<file path="src/design/assert_macros.svh">
`ifndef ASSERT_MACROS_SVH
`define ASSERT_MACROS_SVH

// Same-cycle implication, checked at every clock edge outside reset.
`define ASSERT_IMPLIES(label, pre, post, msg) \
    label: assert property (@(posedge i_clk) disable iff (!i_rst_n) (pre) |-> (post)) \
        else $error(msg);

// Next-cycle implication, checked at every clock edge outside reset.
`define ASSERT_NEXT(label, pre, post, msg) \
    label: assert property (@(posedge i_clk) disable iff (!i_rst_n) (pre) |=> (post)) \
        else $error(msg);

// Condition that must never hold outside reset.
`define ASSERT_NEVER(label, cond, msg) \
    label: assert property (@(posedge i_clk) disable iff (!i_rst_n) !(cond)) \
        else $error(msg);

`endif

</file>
<file path="src/design/dwt_pkg.sv">
`timescale 1ns / 1ps
package dwt_pkg;

    localparam int SAMPLE_WIDTH   = 16;
    localparam int COEF_FRAC_BITS = 15;
    localparam int OUT_WIDTH      = 18;
    localparam int NUM_TAPS       = 4;
    localparam int TAP_WIDTH      = $clog2(NUM_TAPS);
    localparam int COEF_WIDTH     = COEF_FRAC_BITS + 2;
    localparam int PROD_WIDTH     = SAMPLE_WIDTH + COEF_WIDTH;
    localparam int SUM_WIDTH      = PROD_WIDTH + TAP_WIDTH;
    localparam int RND_WIDTH      = SUM_WIDTH - COEF_FRAC_BITS;
    localparam int EXT_WIDTH      = ((RND_WIDTH > OUT_WIDTH) ? RND_WIDTH : OUT_WIDTH) + 1;
    localparam int COUNT_WIDTH    = 3;

    localparam logic [COUNT_WIDTH-1:0] COUNT_MAX = COUNT_WIDTH'(4);

    typedef enum logic {
        KIND_HAAR = 1'b0,
        KIND_DB4  = 1'b1
    } t_kind;

    typedef logic signed [SAMPLE_WIDTH-1:0] t_sample;
    typedef logic signed [COEF_WIDTH-1:0]   t_coef;
    typedef logic signed [PROD_WIDTH-1:0]   t_prod;
    typedef logic signed [SUM_WIDTH-1:0]    t_sum;
    typedef logic signed [OUT_WIDTH-1:0]    t_out;

    // One coefficient pair to compute: filter kind, end flag, taps x[0]..x[3].
    typedef struct packed {
        t_kind                     kind;
        logic                      last;
        t_sample [NUM_TAPS-1:0]    x;
    } t_pair;

    typedef struct packed {
        logic                   odd;
        logic [COUNT_WIDTH-1:0] count;
    } t_front_status;

    // Bitwise integer square root, evaluated at elaboration only.
    function automatic logic [63:0] int_sqrt(input logic [63:0] value);
        logic [63:0] rem;
        logic [63:0] root;
        logic [63:0] probe;
        rem  = value;
        root = '0;
        for (int i = 31; i >= 0; i--) begin
            probe = 64'd1 << (2 * i);
            if (rem >= root + probe) begin
                rem  = rem - (root + probe);
                root = (root >> 1) + probe;
            end else begin
                root = root >> 1;
            end
        end
        return root;
    endfunction

    // Round a Q60 magnitude to nearest at COEF_FRAC_BITS, ties up.
    function automatic logic [63:0] q60_round(input logic [63:0] q);
        return (q + (64'd1 << (59 - COEF_FRAC_BITS))) >> (60 - COEF_FRAC_BITS);
    endfunction

    localparam logic [63:0] Q30_ONE   = 64'd1 << 30;
    localparam logic [63:0] SQRT2_Q30 = int_sqrt(64'd2 << 60);
    localparam logic [63:0] SQRT3_Q30 = int_sqrt(64'd3 << 60);

    localparam t_coef COEF_C  = COEF_WIDTH'(q60_round(SQRT2_Q30 << 29));
    localparam t_coef COEF_H0 = COEF_WIDTH'(q60_round(((Q30_ONE + SQRT3_Q30) * SQRT2_Q30) >> 3));
    localparam t_coef COEF_H1 =
        COEF_WIDTH'(q60_round(((3 * Q30_ONE + SQRT3_Q30) * SQRT2_Q30) >> 3));
    localparam t_coef COEF_H2 =
        COEF_WIDTH'(q60_round(((3 * Q30_ONE - SQRT3_Q30) * SQRT2_Q30) >> 3));
    localparam t_coef COEF_H3 =
        t_coef'(-COEF_WIDTH'(q60_round(((SQRT3_Q30 - Q30_ONE) * SQRT2_Q30) >> 3)));

    localparam t_coef COEF_C_NEG  = -COEF_C;
    localparam t_coef COEF_H0_NEG = -COEF_H0;
    localparam t_coef COEF_H2_NEG = -COEF_H2;

    localparam t_sum ROUND_HALF = t_sum'(SUM_WIDTH'(1) << (COEF_FRAC_BITS - 1));

    localparam logic signed [EXT_WIDTH-1:0] OUT_MAX_EXT =
        {{(EXT_WIDTH - OUT_WIDTH + 1){1'b0}}, {(OUT_WIDTH - 1){1'b1}}};
    localparam logic signed [EXT_WIDTH-1:0] OUT_MIN_EXT =
        {{(EXT_WIDTH - OUT_WIDTH + 1){1'b1}}, {(OUT_WIDTH - 1){1'b0}}};

    // Low-pass taps: Haar {c, c}, Db4 {h0, h1, h2, h3}.
    function automatic t_coef lo_coef(input t_kind kind, input logic [TAP_WIDTH-1:0] tap);
        t_coef c;
        c = '0;
        unique case (kind)
            KIND_HAAR: begin
                c = (tap <= TAP_WIDTH'(1)) ? COEF_C : '0;
            end
            KIND_DB4: begin
                unique case (tap)
                    TAP_WIDTH'(0): c = COEF_H0;
                    TAP_WIDTH'(1): c = COEF_H1;
                    TAP_WIDTH'(2): c = COEF_H2;
                    default:       c = COEF_H3;
                endcase
            end
        endcase
        return c;
    endfunction

    // High-pass taps: Haar {c, -c}, Db4 {h3, -h2, h1, -h0}.
    function automatic t_coef hi_coef(input t_kind kind, input logic [TAP_WIDTH-1:0] tap);
        t_coef c;
        c = '0;
        unique case (kind)
            KIND_HAAR: begin
                unique case (tap)
                    TAP_WIDTH'(0): c = COEF_C;
                    TAP_WIDTH'(1): c = COEF_C_NEG;
                    default:       c = '0;
                endcase
            end
            KIND_DB4: begin
                unique case (tap)
                    TAP_WIDTH'(0): c = COEF_H3;
                    TAP_WIDTH'(1): c = COEF_H2_NEG;
                    TAP_WIDTH'(2): c = COEF_H1;
                    default:       c = COEF_H0_NEG;
                endcase
            end
        endcase
        return c;
    endfunction

endpackage

</file>
<file path="src/design/dwt_in_if.sv">
`timescale 1ns / 1ps
interface dwt_in_if;
    logic              valid;
    logic              ready;
    dwt_pkg::t_sample  sample;
    logic              last_sample;

    modport source (output valid, output sample, output last_sample, input ready);
    modport sink   (input valid, input sample, input last_sample, output ready);
endinterface

</file>
<file path="src/design/dwt_out_if.sv">
`timescale 1ns / 1ps
interface dwt_out_if;
    logic           valid;
    logic           ready;
    dwt_pkg::t_out  approx;
    dwt_pkg::t_out  detail;
    logic           last_pair;

    modport source (output valid, output approx, output detail, output last_pair, input ready);
    modport sink   (input valid, input approx, input detail, input last_pair, output ready);
endinterface

</file>
<file path="src/design/dwt_front.sv">
`timescale 1ns / 1ps
module dwt_front (
    input  logic                    i_clk,
    input  logic                    i_rst_n,
    input  dwt_pkg::t_kind          i_kind,
    dwt_in_if.sink                  i_in,
    output logic                    o_issue_valid,
    input  logic                    i_issue_ready,
    output dwt_pkg::t_pair          o_issue,
    output dwt_pkg::t_front_status  o_status
);

    dwt_pkg::t_sample        r_first;
    dwt_pkg::t_sample        r_second;
    dwt_pkg::t_sample        r_win [3];
    dwt_pkg::t_front_status  r_status;

    logic                    r_v;
    logic                    r_has_b;
    dwt_pkg::t_pair          r_pair_a;
    dwt_pkg::t_pair          r_pair_b;

    logic                    take;
    logic                    last;
    logic                    haar_path;
    dwt_pkg::t_sample        x;
    dwt_pkg::t_pair          n_a;
    dwt_pkg::t_pair          n_b;
    logic                    n_has_a;
    logic                    n_has_b;

    assign x          = i_in.sample;
    assign last       = i_in.last_sample;
    // Free the slot when it is empty or its only pair leaves this cycle.
    assign i_in.ready = !r_v || (i_issue_ready && !r_has_b);
    assign take       = i_in.valid && i_in.ready;

    assign o_issue_valid = r_v;
    assign o_issue       = r_pair_a;
    assign o_status      = r_status;

    always_comb begin
        haar_path = (i_kind == dwt_pkg::KIND_HAAR) ||
                    (last && (r_status.count <= dwt_pkg::COUNT_WIDTH'(1)));
        n_has_a   = 1'b0;
        n_has_b   = 1'b0;
        n_a.kind  = dwt_pkg::KIND_HAAR;
        n_a.last  = 1'b0;
        n_a.x     = {dwt_pkg::NUM_TAPS{x}};
        n_b.kind  = dwt_pkg::KIND_DB4;
        n_b.last  = 1'b1;
        n_b.x     = {dwt_pkg::NUM_TAPS{x}};
        priority if (haar_path) begin
            if (r_status.odd) begin
                n_has_a  = 1'b1;
                n_a.last = last;
                n_a.x[0] = r_win[0];
            end else if (last) begin
                // lone sample: pair with itself
                n_has_a  = 1'b1;
                n_a.last = 1'b1;
            end
        end else if (r_status.odd) begin
            n_a.kind = dwt_pkg::KIND_DB4;
            if (r_status.count >= dwt_pkg::COUNT_WIDTH'(3)) begin
                n_has_a  = 1'b1;
                n_a.x[0] = r_win[2];
                n_a.x[1] = r_win[1];
                n_a.x[2] = r_win[0];
                n_has_b  = last;
                n_b.x[0] = r_win[0];
                n_b.x[2] = r_first;
                n_b.x[3] = r_second;
            end
        end else if (last) begin
            // odd length: pad with the last sample, then wrap
            n_a.kind = dwt_pkg::KIND_DB4;
            n_has_a  = 1'b1;
            n_has_b  = 1'b1;
            n_a.x[0] = r_win[1];
            n_a.x[1] = r_win[0];
            n_b.x[2] = r_first;
            n_b.x[3] = r_second;
        end else begin
            n_has_a = 1'b0;
        end
    end

    always_ff @(posedge i_clk) begin
        if (!i_rst_n) begin
            r_v       <= 1'b0;
            r_has_b   <= 1'b0;
            r_status  <= '0;
            r_first   <= '0;
            r_second  <= '0;
            r_win     <= '{default: '0};
        end else begin
            // Load the pairs a taken item closes; otherwise advance the slot.
            if (take && n_has_a) begin
                r_v      <= 1'b1;
                r_pair_a <= n_a;
                r_pair_b <= n_b;
                r_has_b  <= n_has_b;
            end else if (r_v && i_issue_ready) begin
                if (r_has_b) begin
                    r_pair_a <= r_pair_b;
                    r_has_b  <= 1'b0;
                end else begin
                    r_v <= 1'b0;
                end
            end
            if (take) begin
                if (r_status.count == dwt_pkg::COUNT_WIDTH'(0)) begin
                    r_first <= x;
                end
                if (r_status.count == dwt_pkg::COUNT_WIDTH'(1)) begin
                    r_second <= x;
                end
                r_win[2] <= r_win[1];
                r_win[1] <= r_win[0];
                r_win[0] <= x;
                if (last) begin
                    r_status <= '0;
                end else begin
                    r_status.odd   <= !r_status.odd;
                    r_status.count <= (r_status.count < dwt_pkg::COUNT_MAX) ?
                                      r_status.count + dwt_pkg::COUNT_WIDTH'(1) :
                                      dwt_pkg::COUNT_MAX;
                end
            end
        end
    end

endmodule

</file>
<file path="src/design/dwt_mac.sv">
`timescale 1ns / 1ps
module dwt_mac (
    input  logic            i_clk,
    input  logic            i_rst_n,
    input  logic            i_issue_valid,
    output logic            o_issue_ready,
    input  dwt_pkg::t_pair  i_issue,
    dwt_out_if.source       o_out
);

    function automatic dwt_pkg::t_out saturate(input dwt_pkg::t_sum s);
        logic signed [dwt_pkg::EXT_WIDTH-1:0] e;
        dwt_pkg::t_out                        res;
        e = dwt_pkg::EXT_WIDTH'($signed(s[dwt_pkg::SUM_WIDTH-1:dwt_pkg::COEF_FRAC_BITS]));
        priority if (e > dwt_pkg::OUT_MAX_EXT) begin
            res = dwt_pkg::OUT_WIDTH'(dwt_pkg::OUT_MAX_EXT);
        end else if (e < dwt_pkg::OUT_MIN_EXT) begin
            res = dwt_pkg::OUT_WIDTH'(dwt_pkg::OUT_MIN_EXT);
        end else begin
            res = dwt_pkg::OUT_WIDTH'(e);
        end
        return res;
    endfunction

    logic            r2_v;
    logic            r3_v;
    logic            r4_v;
    logic            r2_last;
    logic            r3_last;
    logic            r4_last;
    dwt_pkg::t_prod  r2_lo [dwt_pkg::NUM_TAPS];
    dwt_pkg::t_prod  r2_hi [dwt_pkg::NUM_TAPS];
    dwt_pkg::t_sum   r3_lo;
    dwt_pkg::t_sum   r3_hi;
    dwt_pkg::t_out   r4_approx;
    dwt_pkg::t_out   r4_detail;

    dwt_pkg::t_prod  n2_lo [dwt_pkg::NUM_TAPS];
    dwt_pkg::t_prod  n2_hi [dwt_pkg::NUM_TAPS];
    dwt_pkg::t_sum   n3_lo;
    dwt_pkg::t_sum   n3_hi;

    logic            en2;
    logic            en3;
    logic            en4;

    assign en4           = !r4_v || o_out.ready;
    assign en3           = !r3_v || en4;
    assign en2           = !r2_v || en3;
    assign o_issue_ready = en2;

    assign o_out.valid     = r4_v;
    assign o_out.approx    = r4_approx;
    assign o_out.detail    = r4_detail;
    assign o_out.last_pair = r4_last;

    // One multiplier per tap and per filter.
    always_comb begin
        for (int t = 0; t < dwt_pkg::NUM_TAPS; t++) begin
            n2_lo[t] = $signed(i_issue.x[t]) *
                       dwt_pkg::lo_coef(i_issue.kind, dwt_pkg::TAP_WIDTH'(t));
            n2_hi[t] = $signed(i_issue.x[t]) *
                       dwt_pkg::hi_coef(i_issue.kind, dwt_pkg::TAP_WIDTH'(t));
        end
    end

    // Tap sum with the rounding half folded in.
    always_comb begin
        n3_lo = dwt_pkg::ROUND_HALF;
        n3_hi = dwt_pkg::ROUND_HALF;
        for (int t = 0; t < dwt_pkg::NUM_TAPS; t++) begin
            n3_lo = n3_lo + dwt_pkg::SUM_WIDTH'(r2_lo[t]);
            n3_hi = n3_hi + dwt_pkg::SUM_WIDTH'(r2_hi[t]);
        end
    end

    always_ff @(posedge i_clk) begin
        if (!i_rst_n) begin
            r2_v <= 1'b0;
            r3_v <= 1'b0;
            r4_v <= 1'b0;
        end else begin
            if (en2) begin
                r2_v <= i_issue_valid;
            end
            if (en3) begin
                r3_v <= r2_v;
            end
            if (en4) begin
                r4_v <= r3_v;
            end
        end
    end

    always_ff @(posedge i_clk) begin
        if (en2) begin
            r2_lo   <= n2_lo;
            r2_hi   <= n2_hi;
            r2_last <= i_issue.last;
        end
        if (en3) begin
            r3_lo   <= n3_lo;
            r3_hi   <= n3_hi;
            r3_last <= r2_last;
        end
        if (en4) begin
            r4_approx <= saturate(r3_lo);
            r4_detail <= saturate(r3_hi);
            r4_last   <= r3_last;
        end
    end

endmodule

</file>
<file path="src/design/forward_dwt_haar_db4.sv">
// Path: a pair passes the front's issue register, then the product, tap-sum and output
//   registers to o_out; the wrap pair that closes a Db4 signal follows right behind it.
// Throughput: one sample per cycle while o_out is ready; a sample that yields two pairs
//   holds i_in until the first leaves; both pass in turn through the single multiply path.
// Reset: i_rst_n is synchronous, active low; it selects Haar, clears the sample history
//   and empties every stage.
`timescale 1ns / 1ps
`include "assert_macros.svh"
module forward_dwt_haar_db4 (
    input  logic        i_clk,
    input  logic        i_rst_n,
    dwt_in_if.sink      i_in,
    dwt_out_if.source   o_out,
    input  logic        i_cfg_we,
    input  logic        i_cfg_wdata
);

    // Filter kind register, read at every accepted item.
    dwt_pkg::t_kind          r_kind;

    // Front to multiply path: one pair per transfer.
    logic                    issue_valid;
    logic                    issue_ready;
    dwt_pkg::t_pair          issue;
    dwt_pkg::t_front_status  status;
    logic                    in_take;

    always_ff @(posedge i_clk) begin
        if (!i_rst_n) begin
            r_kind <= dwt_pkg::KIND_HAAR;
        end else if (i_cfg_we) begin
            r_kind <= dwt_pkg::t_kind'(i_cfg_wdata);
        end
    end

    // Front: holds the first two samples and a three-deep window, decides on each
    // item which pairs it closes, and parks them in a two-slot issue register.
    dwt_front u_front (
        .i_clk         (i_clk),
        .i_rst_n       (i_rst_n),
        .i_kind        (r_kind),
        .i_in          (i_in),
        .o_issue_valid (issue_valid),
        .i_issue_ready (issue_ready),
        .o_issue       (issue),
        .o_status      (status)
    );

    // Multiply path: products, tap sum with rounding, then scale back and saturate
    // into the output register. Each stage advances whenever the next one frees up.
    dwt_mac u_mac (
        .i_clk         (i_clk),
        .i_rst_n       (i_rst_n),
        .i_issue_valid (issue_valid),
        .o_issue_ready (issue_ready),
        .i_issue       (issue),
        .o_out         (o_out)
    );

    assign in_take = i_in.valid && i_in.ready;

    // An odd position is only reached after at least one sample of the signal.
    `ASSERT_NEVER(a_odd_needs_count, status.odd && (status.count == '0), "odd position with zero count")
    // The sample count saturates.
    `ASSERT_NEVER(a_count_saturates, status.count > dwt_pkg::COUNT_MAX, "sample count above limit")
    // A last sample restarts the signal bookkeeping.
    `ASSERT_NEXT(a_last_restarts, in_take && i_in.last_sample, (status.count == '0) && !status.odd, "signal state not cleared after last sample")
    // Every Haar item at an odd position closes a pair.
    `ASSERT_NEXT(a_haar_odd_issues, in_take && (r_kind == dwt_pkg::KIND_HAAR) && status.odd, issue_valid, "Haar pair not issued")

endmodule

</file>
<file path="src/flat_wrapper.sv">
// flat-port wrapper written by rule: the top's interface ports become plain ports
module forward_dwt_haar_db4_flat 
  (i_clk, i_rst_n, i_cfg_we, i_cfg_wdata, i_in_valid, i_in_sample, i_in_last_sample, i_in_ready, o_out_valid, o_out_approx, o_out_detail, o_out_last_pair, o_out_ready);
  dwt_in_if i_in_i ();
  dwt_out_if o_out_i ();
  input  logic i_clk;
  input  logic i_rst_n;
  input  logic i_cfg_we;
  input  logic i_cfg_wdata;
  input wire logic [$bits(i_in_i.valid)-1:0] i_in_valid;
  input wire logic [$bits(i_in_i.sample)-1:0] i_in_sample;
  input wire logic [$bits(i_in_i.last_sample)-1:0] i_in_last_sample;
  output wire logic [$bits(i_in_i.ready)-1:0] i_in_ready;
  output wire logic [$bits(o_out_i.valid)-1:0] o_out_valid;
  output wire logic [$bits(o_out_i.approx)-1:0] o_out_approx;
  output wire logic [$bits(o_out_i.detail)-1:0] o_out_detail;
  output wire logic [$bits(o_out_i.last_pair)-1:0] o_out_last_pair;
  input wire logic [$bits(o_out_i.ready)-1:0] o_out_ready;
  assign i_in_i.valid = i_in_valid;
  assign i_in_i.sample = i_in_sample;
  assign i_in_i.last_sample = i_in_last_sample;
  assign i_in_ready = i_in_i.ready;
  assign o_out_valid = o_out_i.valid;
  assign o_out_approx = o_out_i.approx;
  assign o_out_detail = o_out_i.detail;
  assign o_out_last_pair = o_out_i.last_pair;
  assign o_out_i.ready = o_out_ready;
  forward_dwt_haar_db4 u_core (.i_clk(i_clk), .i_rst_n(i_rst_n), .i_in(i_in_i), .o_out(o_out_i), .i_cfg_we(i_cfg_we), .i_cfg_wdata(i_cfg_wdata));
endmodule
</file>
<file path="config.mk">
export PLATFORM = sky130hd
export DESIGN_NAME = forward_dwt_haar_db4_flat
export DESIGN_NICKNAME = d
export VERILOG_FILES = /design/src/design/dwt_pkg.sv /design/src/design/dwt_in_if.sv /design/src/design/dwt_out_if.sv /design/src/design/dwt_front.sv /design/src/design/dwt_mac.sv /design/src/design/forward_dwt_haar_db4.sv /design/src/flat_wrapper.sv
export VERILOG_INCLUDE_DIRS = /design/src /design/src/design
export SDC_FILE = /design/constraint.sdc
export NUM_CORES = 2
export LEC_CHECK = 0
export BUFFER_PORTS_ARGS = -buffer_cell sky130_fd_sc_hd__buf_4
export CAP_MARGIN = 20
export CORE_MARGIN = 3
export CORE_UTILIZATION = 38
export DETAILED_ROUTE_END_ITERATION = 12
export PLACE_DENSITY = 0.62
export SYNTH_ARGS = -nofsm -noshare
export SYNTH_HDL_FRONTEND = slang
export SYNTH_SLANG_ARGS = --single-unit
</file>
<file path="constraint.sdc">
create_clock -name i_clk -period 14.6 [get_ports i_clk]
set_clock_uncertainty 0.05 [all_clocks]
set_input_delay 1.46 -clock i_clk [delete_from_list [all_inputs] [get_ports i_clk]]
set_output_delay 1.46 -clock i_clk [all_outputs]
set_load 0.005 [all_outputs]
</file>
After elaboration in Yosys (flattened, before gate mapping)
Cells that the tools add are included.
Widths: inputs -> output; s select.
- register bits: 593
- latch bits: 0
- RAM bits: 0
- bits in read-only memories: 0
- input bits: 23
- output and inout port bits: 39
- logic and storage cells: 135
- memories: 0
- add/sub/neg operators: 9
- $mul: 8
- div/mod/pow operators: 0
- magnitude comparators: 7
- eq/ne operators: 2
- shift operators: 0
- mux-type cells: 45
- bitwise logic cells: 2
- reductions and logical operators: 24
- operators with widths (operator ; count):
    $pmux 17 s2 ; 8
    $mul 16x17->33 ; 8
    $mux 32 ; 7
    $mux 66 ; 3
    $add 35x33->35 ; 4
    $mux 16 ; 6
    $add 34x33->35 ; 2
    $add 16x33->34 const A ; 2
    $mux 48 ; 1
    $gt 20x18->1 const B ; 2
    $lt 20x18->1 const B ; 2
    $mux 18 ; 2
    $mux 1 ; 16
    $reduce_and 2->1 ; 4
    $logic_not 1->1 ; 6
    $logic_and 1x1->1 ; 5
    $logic_or 1x1->1 ; 5
    $mux 4 ; 1
    $reduce_bool 2->1 ; 2
    $add 3x1->3 const B ; 1
    $eq 3x1->1 const B ; 1
    $ge 3x2->1 const B ; 1
    $le 3x1->1 const B ; 1
    $logic_not 3->1 ; 1
    5 further kinds ; 6

Longest topological paths before layout
- depth after elaboration: 10
- mapped depth: 28
- gate-level depth less buffers: 26

Hierarchy
A second synthesis with hierarchy kept.
- cell total of the unflattened synthesis: 6220
- area, all modules: 68633.3 um^2
- modules (own cells, without submodules) (module ; instances ; cells an instance ; area an instance (um^2) ; sequential area each (um^2)):
    dwt_mac ; 1 ; 5422 ; 58986.6 ; 9909.5
    dwt_front ; 1 ; 795 ; 9610.5 ; 5625.4
    forward_dwt_haar_db4 ; 1 ; 3 ; 36.3 ; 20.0

Least setup slack after synthesis
Ideal clock, no wire load.
- kind: input to register
- start: input port o_out_ready
- end: register u_core.u_front.r_pair_a (netlist bit u_core.u_front.o_issue[0]), enable pin
- library setup time: 0.511 ns
- data arrival time: 10.306 ns
- data required time: 14.039 ns
- setup slack: 3.733 ns
- cell stages on the path: 5
- path buffers: 0
- path through: nor2b_1 > and3_1 > inv_1 > nand3_1 > a21oi_1
- word-level cells in the longest chain between the ends: 9
- elaborated cells on any way between the ends: 11
- those cells by class: reduce/logical (11)
- ends and longest elaborated chain (element ; RTL line ; RTL):
    start: declaration ; flat_wrapper.sv:18 ; input wire logic [$bits(o_out_i.ready)-1:0] o_out_ready;
    $logic_or 1x1->1 * ; dwt_mac.sv:47 ; assign en4 = !r4_v || o_out.ready;
    $logic_or 1x1->1 * ; dwt_mac.sv:48 ; assign en3 = !r3_v || en4;
    $logic_or 1x1->1 * ; dwt_mac.sv:49 ; assign en2 = !r2_v || en3;
    $logic_and 1x1->1 ; dwt_front.sv:35 ; assign i_in.ready = !r_v || (i_issue_ready && !r_has_b);
    $logic_or 1x1->1 ; dwt_front.sv:35 ;
    $logic_and 1x1->1 ; -- ;
    $logic_and 1x1->1 ; dwt_front.sv:99 ; if (take && n_has_a) begin
    $reduce_bool 2->1 (no line) ; -- ;
    $reduce_and 3->1 (no line) * ; -- ;
    end signal: assignment ; dwt_front.sv:101 ; r_pair_a <= n_a;
    end signal: assignment ; dwt_front.sv:106 ; r_pair_a <= r_pair_b;
    end: declaration ; dwt_front.sv:20 ; dwt_pkg::t_pair r_pair_a;
Mark *: on every way between the ends. The rest lies on a longest branch, timed or not.
A chain may end at the register's enable or synchronous reset.

==> impl_metrics.env <==
export IMPL_criticalPathCategory="reg2reg"
export IMPL_via_total_after_detailed_routing=43800
export IMPL_dr_first_iter_drc_count=2789
export IMPL_clk_transition_reported_paths_ns=0.06
export IMPL_clock_sink_count=548
export IMPL_post_cts_repair_setup_buffers=0
export IMPL_place_detailed_hpwl_um=155000
export IMPL_number_of_enable_type_register_cells_in_the_synthesized_netlist=458
export IMPL_synth_top_cells_by_area="fa_1 32%, edfxtp_1 20%, ha_1 18%"
export IMPL_critical_path_slowest_cell="xor2_1"
export IMPL_port_buffers=61
export IMPL_die_height_um=430
export IMPL_slowest_stage_delay_on_critical_path_ns=0.82
export IMPL_ioPinCount=62
export IMPL_run_status="complete, no violations"
export IMPL_cap_violations=0
export IMPL_mappedNetlistArea_sq_um=68300
export IMPL_cts_resized_gates=0
export IMPL_groute_usage_overall_pct=20.2
export IMPL_first_drt_pass_iteration_count=7
export IMPL_netlist_instances=6315
export IMPL_antenna_violating_nets_post_route=0
export IMPL_yosysWarnings=0
export IMPL_cp_data_required_time_ns=14.87
export IMPL_cts_htree_levels=3
export IMPL_yosys_area_top_type_share_pct=31.8
export IMPL_postSynth_topFlopCell="edfxtp_1"
export IMPL_wl_per_cell_um=20.7
export IMPL_synth_cell_type_count=78
export IMPL_placeableCoreArea_sq_um=179000
export IMPL_grt_pass1_wl_um=282000
export IMPL_worstHoldPathType="reg2reg"
export IMPL_finalMaxSlewViolations=0
export IMPL_grt_max_degree=104
export IMPL_post_route_period_util_pct=56.4
export IMPL_layout_nets=8490
export IMPL_max_clock_freq_mhz=121
export IMPL_synth_seq_area_share_pct=22.8
export IMPL_syn2layout_area_growth_pct=8.40
export IMPL_crit_top_cell="fa_1"
export IMPL_die_ar_sq_um=185000
export IMPL_ctsHoldBuffers=0
export IMPL_grt_pass1_vias=47200
export IMPL_cts_inserted_buffers=67
export IMPL_crit_arrival_ns=8.50
export IMPL_grt_ovfl_total=0
export IMPL_hold_worst_slack_ns=0.371
export IMPL_relSlewSlack_pct=16.8
export IMPL_worst_skew_pair_late_latency_ns=0.68
export IMPL_fin_tns_setup_ns=0
export IMPL_average_footprint_of_a_synthesized_cell_sq_um=10.8
export IMPL_drc_violations_left=0
export IMPL_placementRows=155
export IMPL_timing_final_hold_violations=0
export IMPL_starting_density_of_the_core_pct=38.3
export IMPL_rsz0062_at_grt="false"
export IMPL_slew_worst_pin_ns=1.24
export IMPL_ys_top_cells_by_count="1,433 x inv_1, 1,084 x fa_1, 998 x ha_1"
export IMPL_die_width_um=430
export IMPL_gp_congestion=0.962
export IMPL_min_period_ns=8.23
export IMPL_synth_most_common_cell="inv_1"
export IMPL_antenna_found_initial=13
export IMPL_share_of_post_route_cells_with_drive_strength_above_1_pct=4.54
export IMPL_synth_ff_latch_count=548
export IMPL_synthArstFlopShare_pct=0
export IMPL_avgViaCountPerCell=4.98
export IMPL_worstPathCellList="and2_1 -> fa_1 -> inv_1 -> fa_1 -> inv_1 -> ha_1 -> fa_1 -> fa_1 -> inv_1 -> fa_1 -> inv_1 -> ha_1 -> o21a_1 -> o21a_1 -> o21a_1 -> o21ai_0 -> a31oi_1 -> o31ai_1 -> a21oi_1 -> o21ai_0 -> nand2_1 -> xor2_1"
export IMPL_cts_tree="yes"
export IMPL_drt_wl_total_um=182000
export IMPL_synth_largest_area_cell="fa_1"
export IMPL_cp_max_fo=16
export IMPL_finalSetupViolations=0
export IMPL_worst_setup_path_start_kind="flip-flop"
export IMPL_clockRootBuffer="clkbuf_16"
export IMPL_clock_tree_buffer_depth=3
export IMPL_setup_worst_path_end_class="flip-flop"
[stage by stage]
step / cells / cell area (sq um) / utilization (%) / setup WS, ns
after floorplan: 6343 / 68400 / - / 3.73
after global placement: 8665 / 71600 / 40.1 / 6.66
after global routing: 8793 / 74100 / 41.5 / 5.90
after detailed placement: 8667 / 71600 / 40.1 / 6.49
after CTS: 8788 / 74000 / 41.4 / 6.51
final: 8797 / 74100 / 41.5 / 6.37
[worst max-delay path, delay by kind of cell (launching register included)]
family	cells	cell delay, ns
buffers and inverters	4	0.61
xor gates and xnor gates	1	0.82
DFF	1	0.57
and+or+nand+nor	2	0.46
AOI/OAI and AO/OA	8	1.52
adders and majority gates	7	3.83
[cell usage in the layout, fill, tap and decap left out, types with 23 or more instances in the layout]
cell type	count
a211oi_1	34
a21o_1	93
a21oi_1	268
a31oi_1	24
and2_1	37
and3_1	23
buf_4	91
clkbuf_16	67
conb_1	30
dfxtp_1	89
edfxtp_1	458
fa_1	1084
ha_1	998
inv_1	1431
mux2_2	49
mux2i_1	48
nand2_1	438
nand2b_1	61
nand3_1	39
nor2_1	237
nor2b_1	24
nor3_1	32
o211ai_1	27
o21a_1	35
o21ai_0	140
o21bai_1	45
xnor2_1	181
xor2_1	70
[cell type report]
cell class	instances	area [sq um]
clock buffers	77	1720
multi-input cells	4241	47100
clock inverters	44	633
flip-flops and latches	548	15600
inverters	1434	5390
fillers	17000	105000
diodes	5	12.5
well taps	2355	2950
repair buffers	93	724
[kinds of logic (layout without fill, tap and decap cells)]
| logic type | Yosys count | count (layout) | share of synthesized area, % |
|---|---|---|---|
| adders and majority gates | 2082 | 2082 | 50.0 |
| buffers and inverters | 1554 | 1648 | 8.54 |
| and+or+nand+nor | 965 | 965 | 6.29 |
| AOI/OAI and AO/OA | 816 | 816 | 7.63 |
| DFF | 548 | 548 | 22.8 |
| xor gates and xnor gates | 251 | 251 | 3.22 |
| muxes | 97 | 97 | 1.51 |
| other | 2 | 35 | 0.0110 |
[per-layer routing]
layer | vias to the layer above | track usage [%] | wire length [um]
li1 | 20500 | - | -
met1 | 22000 | 27.4 | 80300
met2 | 1033 | 32.7 | 83700
met3 | 244 | 3.28 | 10600
met4 | 2 | 7.16 | 7440
met5 | - | 0 | 18
[registers in the layout, indices dropped and copies added (netlist names), 4 cells and up]
| signal | flops |
|---|---|
| u_core.u_mac.o_out.approx | 18 |
| u_core.u_front.r_second | 16 |
| u_core.u_mac.r2_lo | 127 |
| u_core.u_mac.o_out.detail | 18 |
| u_core.u_front.r_pair_b | 64 |
| u_core.u_mac.r3_lo | 20 |
| u_core.u_front.o_status | 4 |
| u_core.u_mac.r2_hi | 122 |
| u_core.u_front.r_first | 16 |
| u_core.u_front.r_win | 48 |
| u_core.u_front.o_issue | 66 |
| u_core.u_mac.r3_hi | 20 |
[final timing paths]
kind	slack, ns	startpoint	depth (start not counted)	endpoint
setup / recovery	6.37	u_core.u_front.o_issue[65]	22	u_core.u_mac.r2_hi[30]
hold / removal	0.37	u_core.u_front.o_issue[64]	0	u_core.u_mac.r2_last
setup reg to reg	6.37	u_core.u_front.o_issue[65]	22	u_core.u_mac.r2_hi[30]
hold reg to reg	0.37	u_core.u_front.o_issue[64]	0	u_core.u_mac.r2_last
Power is not shown: default switching activity piles up to over one toggle a cycle in this logic, so the estimate is an artifact.
